**config.mk**
```make
export PLATFORM = sky130hd
export DESIGN_NAME = mlfq_run_queue_scheduler_unit_flat
export DESIGN_NICKNAME = d
export VERILOG_FILES = /design/src/hdl/mlfq_pkg.sv /design/src/hdl/mlfq_in_if.sv /design/src/hdl/mlfq_out_if.sv /design/src/hdl/mlfq_datapath.sv /design/src/hdl/mlfq_ctrl.sv /design/src/hdl/mlfq_run_queue_scheduler_unit.sv /design/src/flat_wrapper.sv
export SDC_FILE = /design/constraint.sdc
export NUM_CORES = 2
export LEC_CHECK = 0
export BUFFER_PORTS_ARGS = -buffer_cell sky130_fd_sc_hd__clkbuf_2
export CORE_AREA = 4 4 452 677
export CTS_CLUSTER_DIAMETER = 80
export DETAILED_ROUTE_END_ITERATION = 8
export DIE_AREA = 0 0 456 681
export PLACE_DENSITY = 0.67
export SKIP_LAST_GASP = 1
export SLEW_MARGIN = 20
export SYNTH_ARGS = -nofsm -noshare
export SYNTH_HDL_FRONTEND = slang
export SYNTH_SLANG_ARGS = --single-unit
```
**constraint.sdc**
```tcl
create_clock -name clk -period 9.7 [get_ports clk]
set_input_delay 2.91 -clock clk [delete_from_list [all_inputs] [get_ports clk]]
set_output_delay 2.91 -clock clk [all_outputs]
set_load 0.005 [all_outputs]
```
**src/hdl/mlfq_pkg.sv**
```systemverilog
// Shared constants, codes and controller/datapath types for the MLFQ scheduler.
`default_nettype none
package mlfq_pkg;
  localparam int TASK_SLOTS = 64;
  localparam int TID_W     = 6;
  localparam int LINK_W    = 7;
  localparam int LEVELS    = 8;
  localparam int LVL_W     = 3;
  localparam int NOW_W     = 32;
  localparam int SLICE_W   = 9;
  localparam int MASK_W    = 8;
  localparam int AGE_SHIFT = 6;
  localparam int OP_W      = 3;
  localparam int ST_W      = 2;
  localparam int KIND_W    = 3;

  localparam logic [LINK_W-1:0] NIL_LINK = LINK_W'(TASK_SLOTS);

  // operation codes
  localparam logic [OP_W-1:0] OP_CREATE  = 3'd0;
  localparam logic [OP_W-1:0] OP_WAKE    = 3'd1;
  localparam logic [OP_W-1:0] OP_REQUEUE = 3'd2;
  localparam logic [OP_W-1:0] OP_PICK    = 3'd3;
  localparam logic [OP_W-1:0] OP_REMOVE  = 3'd4;
  localparam logic [OP_W-1:0] OP_TICK    = 3'd5;

  // result status codes
  localparam logic [ST_W-1:0] ST_DONE    = 2'd0;
  localparam logic [ST_W-1:0] ST_IDLE    = 2'd1;
  localparam logic [ST_W-1:0] ST_IGNORED = 2'd2;

  // resolved kind of work for one item
  localparam logic [KIND_W-1:0] K_IGN        = 3'd0;
  localparam logic [KIND_W-1:0] K_PUSH       = 3'd1;
  localparam logic [KIND_W-1:0] K_UNLINK     = 3'd2;
  localparam logic [KIND_W-1:0] K_PICK       = 3'd3;
  localparam logic [KIND_W-1:0] K_PICK_EMPTY = 3'd4;
  localparam logic [KIND_W-1:0] K_KILL_RUN   = 3'd5;
  localparam logic [KIND_W-1:0] K_TICK       = 3'd6;

  typedef struct packed {
    logic load_in;
    logic rd;
    logic upd;
    logic lnk;
    logic out_load;
  } dp_cmd_t;

  typedef struct packed {
    logic out_blocked;
  } dp_sts_t;
endpackage
`default_nettype wire

```
**src/hdl/mlfq_in_if.sv**
```systemverilog
// Request channel interface of the MLFQ scheduler.
`default_nettype none
interface mlfq_in_if;
  logic                        valid;
  logic                        ready;
  logic [mlfq_pkg::OP_W-1:0]   op;
  logic [mlfq_pkg::TID_W-1:0]  task_id;
  logic [mlfq_pkg::LVL_W-1:0]  start_level;
  logic [mlfq_pkg::NOW_W-1:0]  now;
  modport source (output valid, op, task_id, start_level, now, input ready);
  modport sink (input valid, op, task_id, start_level, now, output ready);
endinterface
`default_nettype wire

```
**src/hdl/mlfq_out_if.sv**
```systemverilog
// Result channel interface of the MLFQ scheduler.
`default_nettype none
interface mlfq_out_if;
  logic                         valid;
  logic                         ready;
  logic [mlfq_pkg::ST_W-1:0]    status;
  logic [mlfq_pkg::TID_W-1:0]   chosen_task;
  logic [mlfq_pkg::LVL_W-1:0]   chosen_level;
  logic [mlfq_pkg::SLICE_W-1:0] slice;
  logic [mlfq_pkg::MASK_W-1:0]  ready_mask;
  modport source (output valid, status, chosen_task, chosen_level, slice, ready_mask,
                  input ready);
  modport sink (input valid, status, chosen_task, chosen_level, slice, ready_mask,
                output ready);
endinterface
`default_nettype wire

```
**src/hdl/mlfq_datapath.sv**
```systemverilog
// Datapath of the MLFQ scheduler: task table memories, queue ends and result register.
`default_nettype none
module mlfq_datapath (
  input  logic                          clk,
  input  logic                          rst_n,
  input  mlfq_pkg::dp_cmd_t             cmd,
  output mlfq_pkg::dp_sts_t             sts,
  input  logic [mlfq_pkg::OP_W-1:0]     in_op,
  input  logic [mlfq_pkg::TID_W-1:0]    in_task_id,
  input  logic [mlfq_pkg::LVL_W-1:0]    in_start_level,
  input  logic [mlfq_pkg::NOW_W-1:0]    in_now,
  output logic                          out_valid,
  input  logic                          out_ready,
  output logic [mlfq_pkg::ST_W-1:0]     out_status,
  output logic [mlfq_pkg::TID_W-1:0]    out_chosen_task,
  output logic [mlfq_pkg::LVL_W-1:0]    out_chosen_level,
  output logic [mlfq_pkg::SLICE_W-1:0]  out_slice,
  output logic [mlfq_pkg::MASK_W-1:0]   out_ready_mask
);
  import mlfq_pkg::*;

  // task table memories
  logic [LVL_W-1:0]  lvl_mem [TASK_SLOTS];
  logic [NOW_W-1:0]  rdy_mem [TASK_SLOTS];
  logic [LINK_W-1:0] nxt_mem [TASK_SLOTS];
  logic [LINK_W-1:0] prv_mem [TASK_SLOTS];

  logic [OP_W-1:0]   op_r;
  logic [TID_W-1:0]  tid_r;
  logic [LVL_W-1:0]  start_r;
  logic [NOW_W-1:0]  now_r;
  logic [KIND_W-1:0] kind_r, kind_nxt;
  logic [TID_W-1:0]  tgt_r, tgt_nxt;
  logic [LVL_W-1:0]  plvl_r, plvl;
  logic [LVL_W-1:0]  lvl_q;
  logic [NOW_W-1:0]  rdy_q;
  logic [LINK_W-1:0] nxt_q, prv_q;

  logic [TASK_SLOTS-1:0] flag_r, flag_nxt;
  logic [LINK_W-1:0] head_r [LEVELS];
  logic [LINK_W-1:0] head_nxt [LEVELS];
  logic [LINK_W-1:0] tail_r [LEVELS];
  logic [LINK_W-1:0] tail_nxt [LEVELS];
  logic [TID_W-1:0]   cur_task_r, cur_task_nxt;
  logic               cur_valid_r, cur_valid_nxt;
  logic [LVL_W-1:0]   cur_level_r, cur_level_nxt;
  logic [SLICE_W-1:0] slice_r, slice_nxt;
  logic [ST_W-1:0]    status_r, status_nxt;
  logic               empty_r, empty_nxt;
  logic               lnk_en_r, lnk_en_nxt;
  logic [TID_W-1:0]   lnk_addr_r, lnk_addr_nxt;
  logic               out_valid_r;

  logic [MASK_W-1:0] mask;
  logic [LEVELS-1:0] end_mismatch;
  logic              running;

  // memory write ports
  logic              lvl_we, rdy_we, nxt_we, prv_we;
  logic [TID_W-1:0]  lvl_wa, rdy_wa, nxt_wa, prv_wa;
  logic [LVL_W-1:0]  lvl_wd;
  logic [NOW_W-1:0]  rdy_wd;
  logic [LINK_W-1:0] nxt_wd, prv_wd;

  // update helpers
  logic [LVL_W-1:0]         push_lvl, new_lvl;
  logic [LINK_W-1:0]        push_tail;
  logic [NOW_W-1:0]         age_diff;
  logic [NOW_W-AGE_SHIFT-1:0] age;
  logic [LVL_W-1:0]         pick_lvl;

  // level occupancy and lowest-numbered (highest priority) non-empty level
  always_comb begin
    for (int l = 0; l < LEVELS; l++) begin
      mask[l]         = head_r[l] != NIL_LINK;
      end_mismatch[l] = (head_r[l] == NIL_LINK) != (tail_r[l] == NIL_LINK);
    end
    plvl = '0;
    for (int l = LEVELS - 1; l >= 0; l--) begin
      if (mask[l]) plvl = LVL_W'(l);
    end
  end

  // resolve the item into a kind of work and a target slot
  assign running = cur_valid_r && (cur_task_r == tid_r);
  always_comb begin
    kind_nxt = K_IGN;
    tgt_nxt  = tid_r;
    case (op_r) inside
      OP_CREATE, OP_WAKE: begin
        if (!flag_r[tid_r] && !running) kind_nxt = K_PUSH;
      end
      OP_REQUEUE: begin
        tgt_nxt = cur_task_r;
        if (cur_valid_r && !flag_r[cur_task_r]) kind_nxt = K_PUSH;
      end
      OP_PICK: begin
        tgt_nxt = head_r[plvl][TID_W-1:0];
        if (cur_valid_r)   kind_nxt = K_IGN;
        else if (mask == '0) kind_nxt = K_PICK_EMPTY;
        else               kind_nxt = K_PICK;
      end
      OP_REMOVE: begin
        if (flag_r[tid_r]) kind_nxt = K_UNLINK;
        else if (running)  kind_nxt = K_KILL_RUN;
      end
      OP_TICK: kind_nxt = K_TICK;
      default: kind_nxt = K_IGN;
    endcase
  end

  // capture the item and issue table reads
  always_ff @(posedge clk) begin
    if (cmd.load_in) begin
      op_r    <= in_op;
      tid_r   <= in_task_id;
      start_r <= in_start_level;
      now_r   <= in_now;
    end
    if (cmd.rd) begin
      kind_r <= kind_nxt;
      tgt_r  <= tgt_nxt;
      plvl_r <= plvl;
      lvl_q  <= lvl_mem[tgt_nxt];
      rdy_q  <= rdy_mem[tgt_nxt];
      nxt_q  <= nxt_mem[tgt_nxt];
      prv_q  <= prv_mem[tgt_nxt];
    end
  end

  // aging promotion for pick
  assign age_diff = now_r - rdy_q;
  assign age      = age_diff[NOW_W-1:AGE_SHIFT];
  assign new_lvl  = (age > (NOW_W-AGE_SHIFT)'(plvl_r)) ? '0 : plvl_r - age[LVL_W-1:0];

  // level a push goes to, demoted on requeue when the slice is spent
  always_comb begin
    case (op_r)
      OP_CREATE:  push_lvl = start_r;
      OP_REQUEUE: push_lvl = (slice_r == '0 && lvl_q != LVL_W'(LEVELS - 1))
                             ? lvl_q + LVL_W'(1) : lvl_q;
      default:    push_lvl = lvl_q;
    endcase
  end
  assign push_tail = tail_r[push_lvl];
  assign pick_lvl  = plvl_r;

  // main update of queue state and table writes
  always_comb begin
    flag_nxt      = flag_r;
    head_nxt      = head_r;
    tail_nxt      = tail_r;
    cur_task_nxt  = cur_task_r;
    cur_valid_nxt = cur_valid_r;
    slice_nxt     = slice_r;
    status_nxt    = status_r;
    empty_nxt     = empty_r;
    lnk_en_nxt    = lnk_en_r;
    lnk_addr_nxt  = lnk_addr_r;
    lvl_we = 1'b0; lvl_wa = tgt_r; lvl_wd = push_lvl;
    rdy_we = 1'b0; rdy_wa = tgt_r; rdy_wd = now_r;
    nxt_we = 1'b0; nxt_wa = tgt_r; nxt_wd = NIL_LINK;
    prv_we = 1'b0; prv_wa = tgt_r; prv_wd = push_tail;
    if (cmd.upd) begin
      status_nxt = (kind_r == K_IGN) ? ST_IGNORED :
                   (kind_r == K_PICK_EMPTY) ? ST_IDLE : ST_DONE;
      empty_nxt  = kind_r == K_PICK_EMPTY;
      lnk_en_nxt = 1'b0;
      case (kind_r)
        K_PUSH: begin
          lvl_we = 1'b1;
          rdy_we = 1'b1;
          nxt_we = 1'b1;
          prv_we = 1'b1;
          if (push_tail == NIL_LINK) head_nxt[push_lvl] = {1'b0, tgt_r};
          tail_nxt[push_lvl] = {1'b0, tgt_r};
          flag_nxt[tgt_r]    = 1'b1;
          lnk_en_nxt   = push_tail != NIL_LINK;
          lnk_addr_nxt = push_tail[TID_W-1:0];
          if (op_r == OP_REQUEUE) cur_valid_nxt = 1'b0;
        end
        K_UNLINK: begin
          if (prv_q != NIL_LINK) begin
            nxt_we = 1'b1;
            nxt_wa = prv_q[TID_W-1:0];
            nxt_wd = nxt_q;
          end else begin
            head_nxt[lvl_q] = nxt_q;
          end
          if (nxt_q != NIL_LINK) begin
            prv_we = 1'b1;
            prv_wa = nxt_q[TID_W-1:0];
            prv_wd = prv_q;
          end else begin
            tail_nxt[lvl_q] = prv_q;
          end
          flag_nxt[tgt_r] = 1'b0;
        end
        K_PICK: begin
          head_nxt[pick_lvl] = nxt_q;
          if (nxt_q != NIL_LINK) begin
            prv_we = 1'b1;
            prv_wa = nxt_q[TID_W-1:0];
            prv_wd = NIL_LINK;
          end else begin
            tail_nxt[pick_lvl] = NIL_LINK;
          end
          flag_nxt[tgt_r] = 1'b0;
          lvl_we        = 1'b1;
          lvl_wd        = new_lvl;
          rdy_we        = 1'b1;
          cur_task_nxt  = tgt_r;
          cur_valid_nxt = 1'b1;
          slice_nxt     = SLICE_W'(2) << new_lvl;
        end
        K_PICK_EMPTY: slice_nxt = '0;
        K_KILL_RUN: begin
          cur_valid_nxt = 1'b0;
          slice_nxt     = '0;
        end
        K_TICK: begin
          if (cur_valid_r && slice_r != '0) slice_nxt = slice_r - SLICE_W'(1);
        end
        default: ;
      endcase
    end else if (cmd.lnk && lnk_en_r) begin
      nxt_we = 1'b1;
      nxt_wa = lnk_addr_r;
      nxt_wd = {1'b0, tgt_r};
    end
  end

  // mirror the running task's stored level
  always_comb begin
    cur_level_nxt = cur_level_r;
    if (lvl_we && lvl_wa == cur_task_r) cur_level_nxt = lvl_wd;
    if (cmd.upd && kind_r == K_PICK) cur_level_nxt = new_lvl;
  end

  // table writes
  always_ff @(posedge clk) begin
    if (lvl_we) lvl_mem[lvl_wa] <= lvl_wd;
    if (rdy_we) rdy_mem[rdy_wa] <= rdy_wd;
    if (nxt_we) nxt_mem[nxt_wa] <= nxt_wd;
    if (prv_we) prv_mem[prv_wa] <= prv_wd;
  end

  // scheduler state registers
  always_ff @(posedge clk) begin
    if (!rst_n) begin
      flag_r      <= '0;
      for (int l = 0; l < LEVELS; l++) begin
        head_r[l] <= NIL_LINK;
        tail_r[l] <= NIL_LINK;
      end
      cur_task_r  <= '0;
      cur_valid_r <= 1'b0;
      cur_level_r <= '0;
      slice_r     <= '0;
      status_r    <= ST_DONE;
      empty_r     <= 1'b0;
      lnk_en_r    <= 1'b0;
      lnk_addr_r  <= '0;
    end else begin
      flag_r      <= flag_nxt;
      head_r      <= head_nxt;
      tail_r      <= tail_nxt;
      cur_task_r  <= cur_task_nxt;
      cur_valid_r <= cur_valid_nxt;
      cur_level_r <= cur_level_nxt;
      slice_r     <= slice_nxt;
      status_r    <= status_nxt;
      empty_r     <= empty_nxt;
      lnk_en_r    <= lnk_en_nxt;
      lnk_addr_r  <= lnk_addr_nxt;
    end
  end

  // result register
  always_ff @(posedge clk) begin
    if (!rst_n) begin
      out_valid_r <= 1'b0;
    end else if (cmd.out_load) begin
      out_valid_r <= 1'b1;
    end else if (out_ready) begin
      out_valid_r <= 1'b0;
    end
  end

  always_ff @(posedge clk) begin
    if (cmd.out_load) begin
      out_status       <= status_r;
      out_chosen_task  <= empty_r ? '0 : cur_task_r;
      out_chosen_level <= empty_r ? '0 : cur_level_r;
      out_slice        <= slice_r;
      out_ready_mask   <= mask;
    end
  end

  assign out_valid       = out_valid_r;
  assign sts.out_blocked = out_valid_r && !out_ready;

  // the running task is never also queued
  a_run_not_queued: assert property (@(posedge clk) disable iff (!rst_n)
    !(cur_valid_r && flag_r[cur_task_r]))
    else $error("running task is also queued");

  // a level has both ends or neither
  a_ends_agree: assert property (@(posedge clk) disable iff (!rst_n)
    end_mismatch == '0)
    else $error("queue head and tail disagree");

  // a loaded result is presented next cycle
  a_out_loaded: assert property (@(posedge clk) disable iff (!rst_n)
    cmd.out_load |=> out_valid_r)
    else $error("result not presented after load");
endmodule
`default_nettype wire

```
**src/hdl/mlfq_ctrl.sv**
```systemverilog
// Controller of the MLFQ scheduler: sequences read, update and link steps per item.
`default_nettype none
module mlfq_ctrl (
  input  logic              clk,
  input  logic              rst_n,
  input  logic              in_valid,
  output logic              in_ready,
  output mlfq_pkg::dp_cmd_t cmd,
  input  mlfq_pkg::dp_sts_t sts
);
  import mlfq_pkg::*;

  localparam logic [1:0] S_IDLE = 2'd0;
  localparam logic [1:0] S_RD   = 2'd1;
  localparam logic [1:0] S_UPD  = 2'd2;
  localparam logic [1:0] S_LNK  = 2'd3;

  logic [1:0] state_r, state_nxt;

  assign in_ready = state_r == S_IDLE;

  // step through one item, hold in link step while the result slot is taken
  always_comb begin
    state_nxt = state_r;
    cmd       = '0;
    unique case (state_r)
      S_IDLE: begin
        cmd.load_in = in_valid;
        if (in_valid) state_nxt = S_RD;
      end
      S_RD: begin
        cmd.rd    = 1'b1;
        state_nxt = S_UPD;
      end
      S_UPD: begin
        cmd.upd   = 1'b1;
        state_nxt = S_LNK;
      end
      S_LNK: begin
        cmd.lnk = 1'b1;
        if (!sts.out_blocked) begin
          cmd.out_load = 1'b1;
          state_nxt    = S_IDLE;
        end
      end
      default: state_nxt = S_IDLE;
    endcase
  end

  always_ff @(posedge clk) begin
    if (!rst_n) begin
      state_r <= S_IDLE;
    end else begin
      state_r <= state_nxt;
    end
  end

  // an accepted item starts with the read step
  a_accept_reads: assert property (@(posedge clk) disable iff (!rst_n)
    (in_valid && in_ready) |=> state_r == S_RD)
    else $error("accepted item did not start reading");

  // read is always followed by update
  a_read_then_upd: assert property (@(posedge clk) disable iff (!rst_n)
    state_r == S_RD |=> state_r == S_UPD)
    else $error("update step skipped");

  // a result is only loaded when the slot is free
  a_load_free: assert property (@(posedge clk) disable iff (!rst_n)
    cmd.out_load |-> !sts.out_blocked)
    else $error("result loaded into a stalled slot");
endmodule
`default_nettype wire

```
**src/hdl/mlfq_run_queue_scheduler_unit.sv**
```systemverilog
// Top level of the multilevel feedback run-queue scheduler.
// Usage:
//   in_ch carries one request item: op, task_id, start_level and now.
//   out_ch returns exactly one result item per request: status, chosen_task,
//   chosen_level, slice and ready_mask (non-empty levels after the request).
//   Both channels move an item when valid and ready are high at a clock edge.
// Timing:
//   The result is presented after the steps that follow the accepting edge: table read,
//   update, and a link write into the next-pointer memory that also loads the
//   result register. The next request is accepted only in the idle state, so one
//   request is in flight at a time; the single write port of the next-pointer
//   table sets the link step.
//   in_ch.ready is high only while the sequencer is idle.
// Reset:
//   rst_n (synchronous, active low) empties all levels, clears queued flags,
//   and leaves no task running, with zero slice. Task table contents are
//   not cleared and are valid only once written.
// Stall:
//   A result waits in the output register while out_ch.ready is low; the next
//   request may be accepted meanwhile, and its result waits in the link step.
`default_nettype none
module mlfq_run_queue_scheduler_unit (
  input logic     clk,
  input logic     rst_n,
  mlfq_in_if.sink   in_ch,
  mlfq_out_if.source out_ch
);
  import mlfq_pkg::*;

  dp_cmd_t cmd;
  dp_sts_t sts;

  // sequencer
  mlfq_ctrl u_ctrl (
    .clk      (clk),
    .rst_n    (rst_n),
    .in_valid (in_ch.valid),
    .in_ready (in_ch.ready),
    .cmd      (cmd),
    .sts      (sts)
  );

  // queue tables and result register
  mlfq_datapath u_dp (
    .clk              (clk),
    .rst_n            (rst_n),
    .cmd              (cmd),
    .sts              (sts),
    .in_op            (in_ch.op),
    .in_task_id       (in_ch.task_id),
    .in_start_level   (in_ch.start_level),
    .in_now           (in_ch.now),
    .out_valid        (out_ch.valid),
    .out_ready        (out_ch.ready),
    .out_status       (out_ch.status),
    .out_chosen_task  (out_ch.chosen_task),
    .out_chosen_level (out_ch.chosen_level),
    .out_slice        (out_ch.slice),
    .out_ready_mask   (out_ch.ready_mask)
  );
endmodule
`default_nettype wire

```
**src/flat_wrapper.sv**
```systemverilog
// flat-port wrapper written by rule: the top's interface ports become plain ports
module mlfq_run_queue_scheduler_unit_flat import mlfq_pkg::*;
  (clk, rst_n, in_ch_valid, in_ch_op, in_ch_task_id, in_ch_start_level, in_ch_now, in_ch_ready, out_ch_valid, out_ch_status, out_ch_chosen_task, out_ch_chosen_level, out_ch_slice, out_ch_ready_mask, out_ch_ready);
  mlfq_in_if in_ch_i ();
  mlfq_out_if out_ch_i ();
  input logic clk;
  input logic rst_n;
  input wire logic [$bits(in_ch_i.valid)-1:0] in_ch_valid;
  input wire logic [$bits(in_ch_i.op)-1:0] in_ch_op;
  input wire logic [$bits(in_ch_i.task_id)-1:0] in_ch_task_id;
  input wire logic [$bits(in_ch_i.start_level)-1:0] in_ch_start_level;
  input wire logic [$bits(in_ch_i.now)-1:0] in_ch_now;
  output wire logic [$bits(in_ch_i.ready)-1:0] in_ch_ready;
  output wire logic [$bits(out_ch_i.valid)-1:0] out_ch_valid;
  output wire logic [$bits(out_ch_i.status)-1:0] out_ch_status;
  output wire logic [$bits(out_ch_i.chosen_task)-1:0] out_ch_chosen_task;
  output wire logic [$bits(out_ch_i.chosen_level)-1:0] out_ch_chosen_level;
  output wire logic [$bits(out_ch_i.slice)-1:0] out_ch_slice;
  output wire logic [$bits(out_ch_i.ready_mask)-1:0] out_ch_ready_mask;
  input wire logic [$bits(out_ch_i.ready)-1:0] out_ch_ready;
  assign in_ch_i.valid = in_ch_valid;
  assign in_ch_i.op = in_ch_op;
  assign in_ch_i.task_id = in_ch_task_id;
  assign in_ch_i.start_level = in_ch_start_level;
  assign in_ch_i.now = in_ch_now;
  assign in_ch_ready = in_ch_i.ready;
  assign out_ch_valid = out_ch_i.valid;
  assign out_ch_status = out_ch_i.status;
  assign out_ch_chosen_task = out_ch_i.chosen_task;
  assign out_ch_chosen_level = out_ch_i.chosen_level;
  assign out_ch_slice = out_ch_i.slice;
  assign out_ch_ready_mask = out_ch_i.ready_mask;
  assign out_ch_i.ready = out_ch_ready;
  mlfq_run_queue_scheduler_unit u_core (.clk(clk), .rst_n(rst_n), .in_ch(in_ch_i), .out_ch(out_ch_i));
endmodule
```
==> results.md <==
* Die Wd at roughly 460 um
* Synth-to-layout area growth at 11.00%
* IO Pins at 78
* Clock slew at reported path FFs at 0.07 ns
* Clock skew at between 0.05 and 0.06 ns
* Crit Path Class: reg2reg
* Nets at 10.88k
* DR iter-0 viols at 15.77k
* FMAX at between 100 and 150 MHz
* Initial antenna violation count at 26
* Post-synth EDFFs at 3269
* Die ar. at 310500 sq um
* CP peak stage delay at 1.03 ns
* Largest net degree at the start of global routing at 171
* Setup violations, final at 0
* CTS buffer count at 328
* Antenna Nets Post-Route at 0
* Worst setup SP type: register
* Yosys reg bits at 3476
* Syn_area_per_cell at roughly 13 sq um
* Later-pin clock latency in the skew report at just over 0.9 ns
* Min Tclk post-route at roughly 7.5 ns
* Synth top area share at 68.47%
* Synth Area in Adders at less than 1%
* Outcome: finished, final reports clean
* GP Congestion at 0.9423
* Ys Warns at 0
* Post-Route WL at 512600 um
* Mapped cell area at 143400 sq um
* Sequential share of the synthesized area at 71.36%
* First-pass GRT wire length at 714400 um
* Slew HR at 11.33%
* Maximum vdd drop at 0.4673 mV
* Complex-gate fraction of the synthesized area at 9.756%
* Area of the core at ~300000 sq um
* Most frequent cells in the layout: edfxtp_1, nand2_1, nand3_1, nor2_1, a211oi_1
* Final routed DRC violation total at 0
* Global Route Usage Sum at 31.94%
* Simple-gate share of the synthesized area at 12.55%
* Max Buffers Root-to-Sink at 4
* Gr ovfl total at 0
* Sink Count at 3476
* Worst R2R Setup Slack at 2.24 ns
* Ys async rst share at 0%
* CP cell instances: nor4_4 -> and4_1 -> o211a_1 -> nor3_1 -> o211ai_4 -> nand3_4 -> inv_16 -> nor2_4 -> buf_12 -> a32oi_1 -> o22ai_1 -> a2111oi_0 -> or4_1
* Starting density of the core at 47.87%
* RSZ-0062 raised after global routing: no
* Synth Net Count at 10.95k
* Vias post-DR at between 100k and 150k
* Hold_buf cts at 0
* Sequential Power Share at about two fifths
* Proportion of power drawn by combinational gates at 33.4%
* Leak at 53.09 nW
* Most used DFF post-synth: edfxtp_1
* Gate Count Post-Synth at between 10k and 15k
* Routed WL per cell at 34.10 um
* Setup_tns at 0 ns
* Period utilization at 76.93%
* Post-CTS setup repair buffer count at 0
* Xor/xnor share of the synthesized area at less than 1%
* Crit path arrival time at between 8 and 9 ns
* Vias per cell at 6.686
* H-tree Lvls at 5
* Net Sw Power at 17.86 mW
* Mux cell area share after synthesis at between 3 and 4%
* Top cells by area, synth: edfxtp_1, nand2_1, dfxtp_1, nand3_1, mux2i_1
* Row count at ~250
* Crit path max fanout at 148
* CP max-delay cell: a2111oi_0
* Worst path required time at 10.47 ns
* Final Max Slew Viols at 0
* Yosys cell types at 103
* Final Hold Fails at 0
* Post_cts resized at 0
* Final Non-Filler Cells at 15.03k
* Worst Hold Class: reg2reg
* Max-Cap Viols at 0
* Yosys top cell by area: edfxtp_1
* Pre-antenna DRT Iters at 7
* Most common cell after layout, fill and taps aside: edfxtp_1
* Utilization after layout at 53.14%
* Die H at 681 um
* Sw Share at 38.01%
* Final total power at roughly 47 mW
* Placed Cells incl. Taps at 14.43k
* Layout cells sized above 1 at between 9 and 10%
* Clock root buffer master: clkbuf_16
* Power per cell area at 295.2 nW/um^2
* DP HPWL at 295200 um
* Largest family of logic cells by synthesized area: simple AND/OR/NAND/NOR gates
* Clock share of power at 26.9%
* Vias in the first global route at 95.70k
* Cell Int Power at 29.12 mW
* Worst Setup End Kind: register
* # port buffers at 77
* CTS tree: yes
* Least-Margin Pin Slew at 1.327 ns
## final timing paths
path	from	end	depth (start not counted)
worst min register to register	u_core.u_dp.status_r[1]	u_core.u_dp.out_status[1]	0
worst min-delay path	u_core.u_dp.status_r[1]	u_core.u_dp.out_status[1]	0
worst max-delay path	register	u_core.u_dp.rdy_q[10]	13
worst max register to register	register	u_core.u_dp.rdy_q[10]	13
## power by group through the flow
stage | combinational, mW | clock [mW] | sequential, mW
floorplan | 8.55 | 0 | 19.2
global placement | 14.9 | 0 | 18.9
detailed placement | 15.1 | 0 | 18.9
CTS | 15.2 | 12.7 | 18.6
global route | 16.2 | 13.3 | 18.6
finish | 15.7 | 12.7 | 18.6
## through the flow
stage	setup slack, ns	hold slack, ns	instance area (sq um)
3_3_place_gp	2.522	0.4459	148600
2_1_floorplan	3.109	0.4064	143400
6_report	2.238	0.4594	159100
4_1_cts	2.752	0.4597	159000
3_5_place_dp	2.820	0.4470	148800
5_1_grt	2.329	0.4658	159100
## logic make-up after synthesis
| group | count (synthesis) |
|---|---|
| compound gates | 1967 |
| buf+inv | 867 |
| fa+ha+maj | 42 |
| flops | 3476 |
| simple gates | 4091 |
| xor+xnor | 28 |
| mux | 391 |
## layout make-up
class / count / area [sq um]
antenna: 24 / 60.06
clock buffer: 396 / 8642
clock inverter: 180 / 1580
fill: 24140 / 140300
inverter: 101 / 414.1
multi-input combinational: 6519 / 38110
sequential: 3476 / 102300
tap: 3968 / 4965
timing repair buffer: 368 / 3064
## synthesized netlist by cell type (36+ instances only)
cell         n
o22ai_1    114
o21ai_0    243
a21oi_1    227
a31oi_1    253
a311oi_1   231
o211ai_1    44
nand2_1   2224
nand4_1     67
clkbuf_1   320
a211oi_1   369
a32oi_1     68
edfxtp_1  3269
buf_1       69
nor3_1      72
inv_1       93
a22oi_1     63
mux4_2      42
buf_2      341
nor4_1      36
nor2_1     513
nand3_1    695
dfxtp_1    207
mux2i_1    319
ha_1        41
and3_1     301
## registers in the layout (all words and copies together) (netlist names), 9 cells and up, named ones only
register / cells
u_core.u_dp.slice_r: 9
u_core.u_dp.now_r: 32
u_core.u_dp.nxt_mem: 448
u_core.u_dp.out_slice: 9
u_core.u_dp.lvl_mem: 192
u_core.u_dp.prv_mem: 448
u_core.u_dp.rdy_mem: 2048
u_core.u_dp.rdy_q: 32
## metal layers
layer  GRT usage, %  vias to the layer above  wire length (um)  part of all wire, %
met1          37.66                    49620            168100                   33
met5              0                        -               107                0.021
met2          50.51                     7565            236300                   46
li1               -                    41250                 -                    -
met3          7.245                     2064             58650                   11
met4          25.58                       16             49380                  9.6
## critical path, delay by kind of cell, from the launching register on
kind	cells	cell delay (ns)
AOI/OAI and AO/OA	5	2.57
DFF	1	0.37
and+or+nand+nor	6	2.74
buffers and inverters	2	0.98
(Power assumes the default switching activity.)
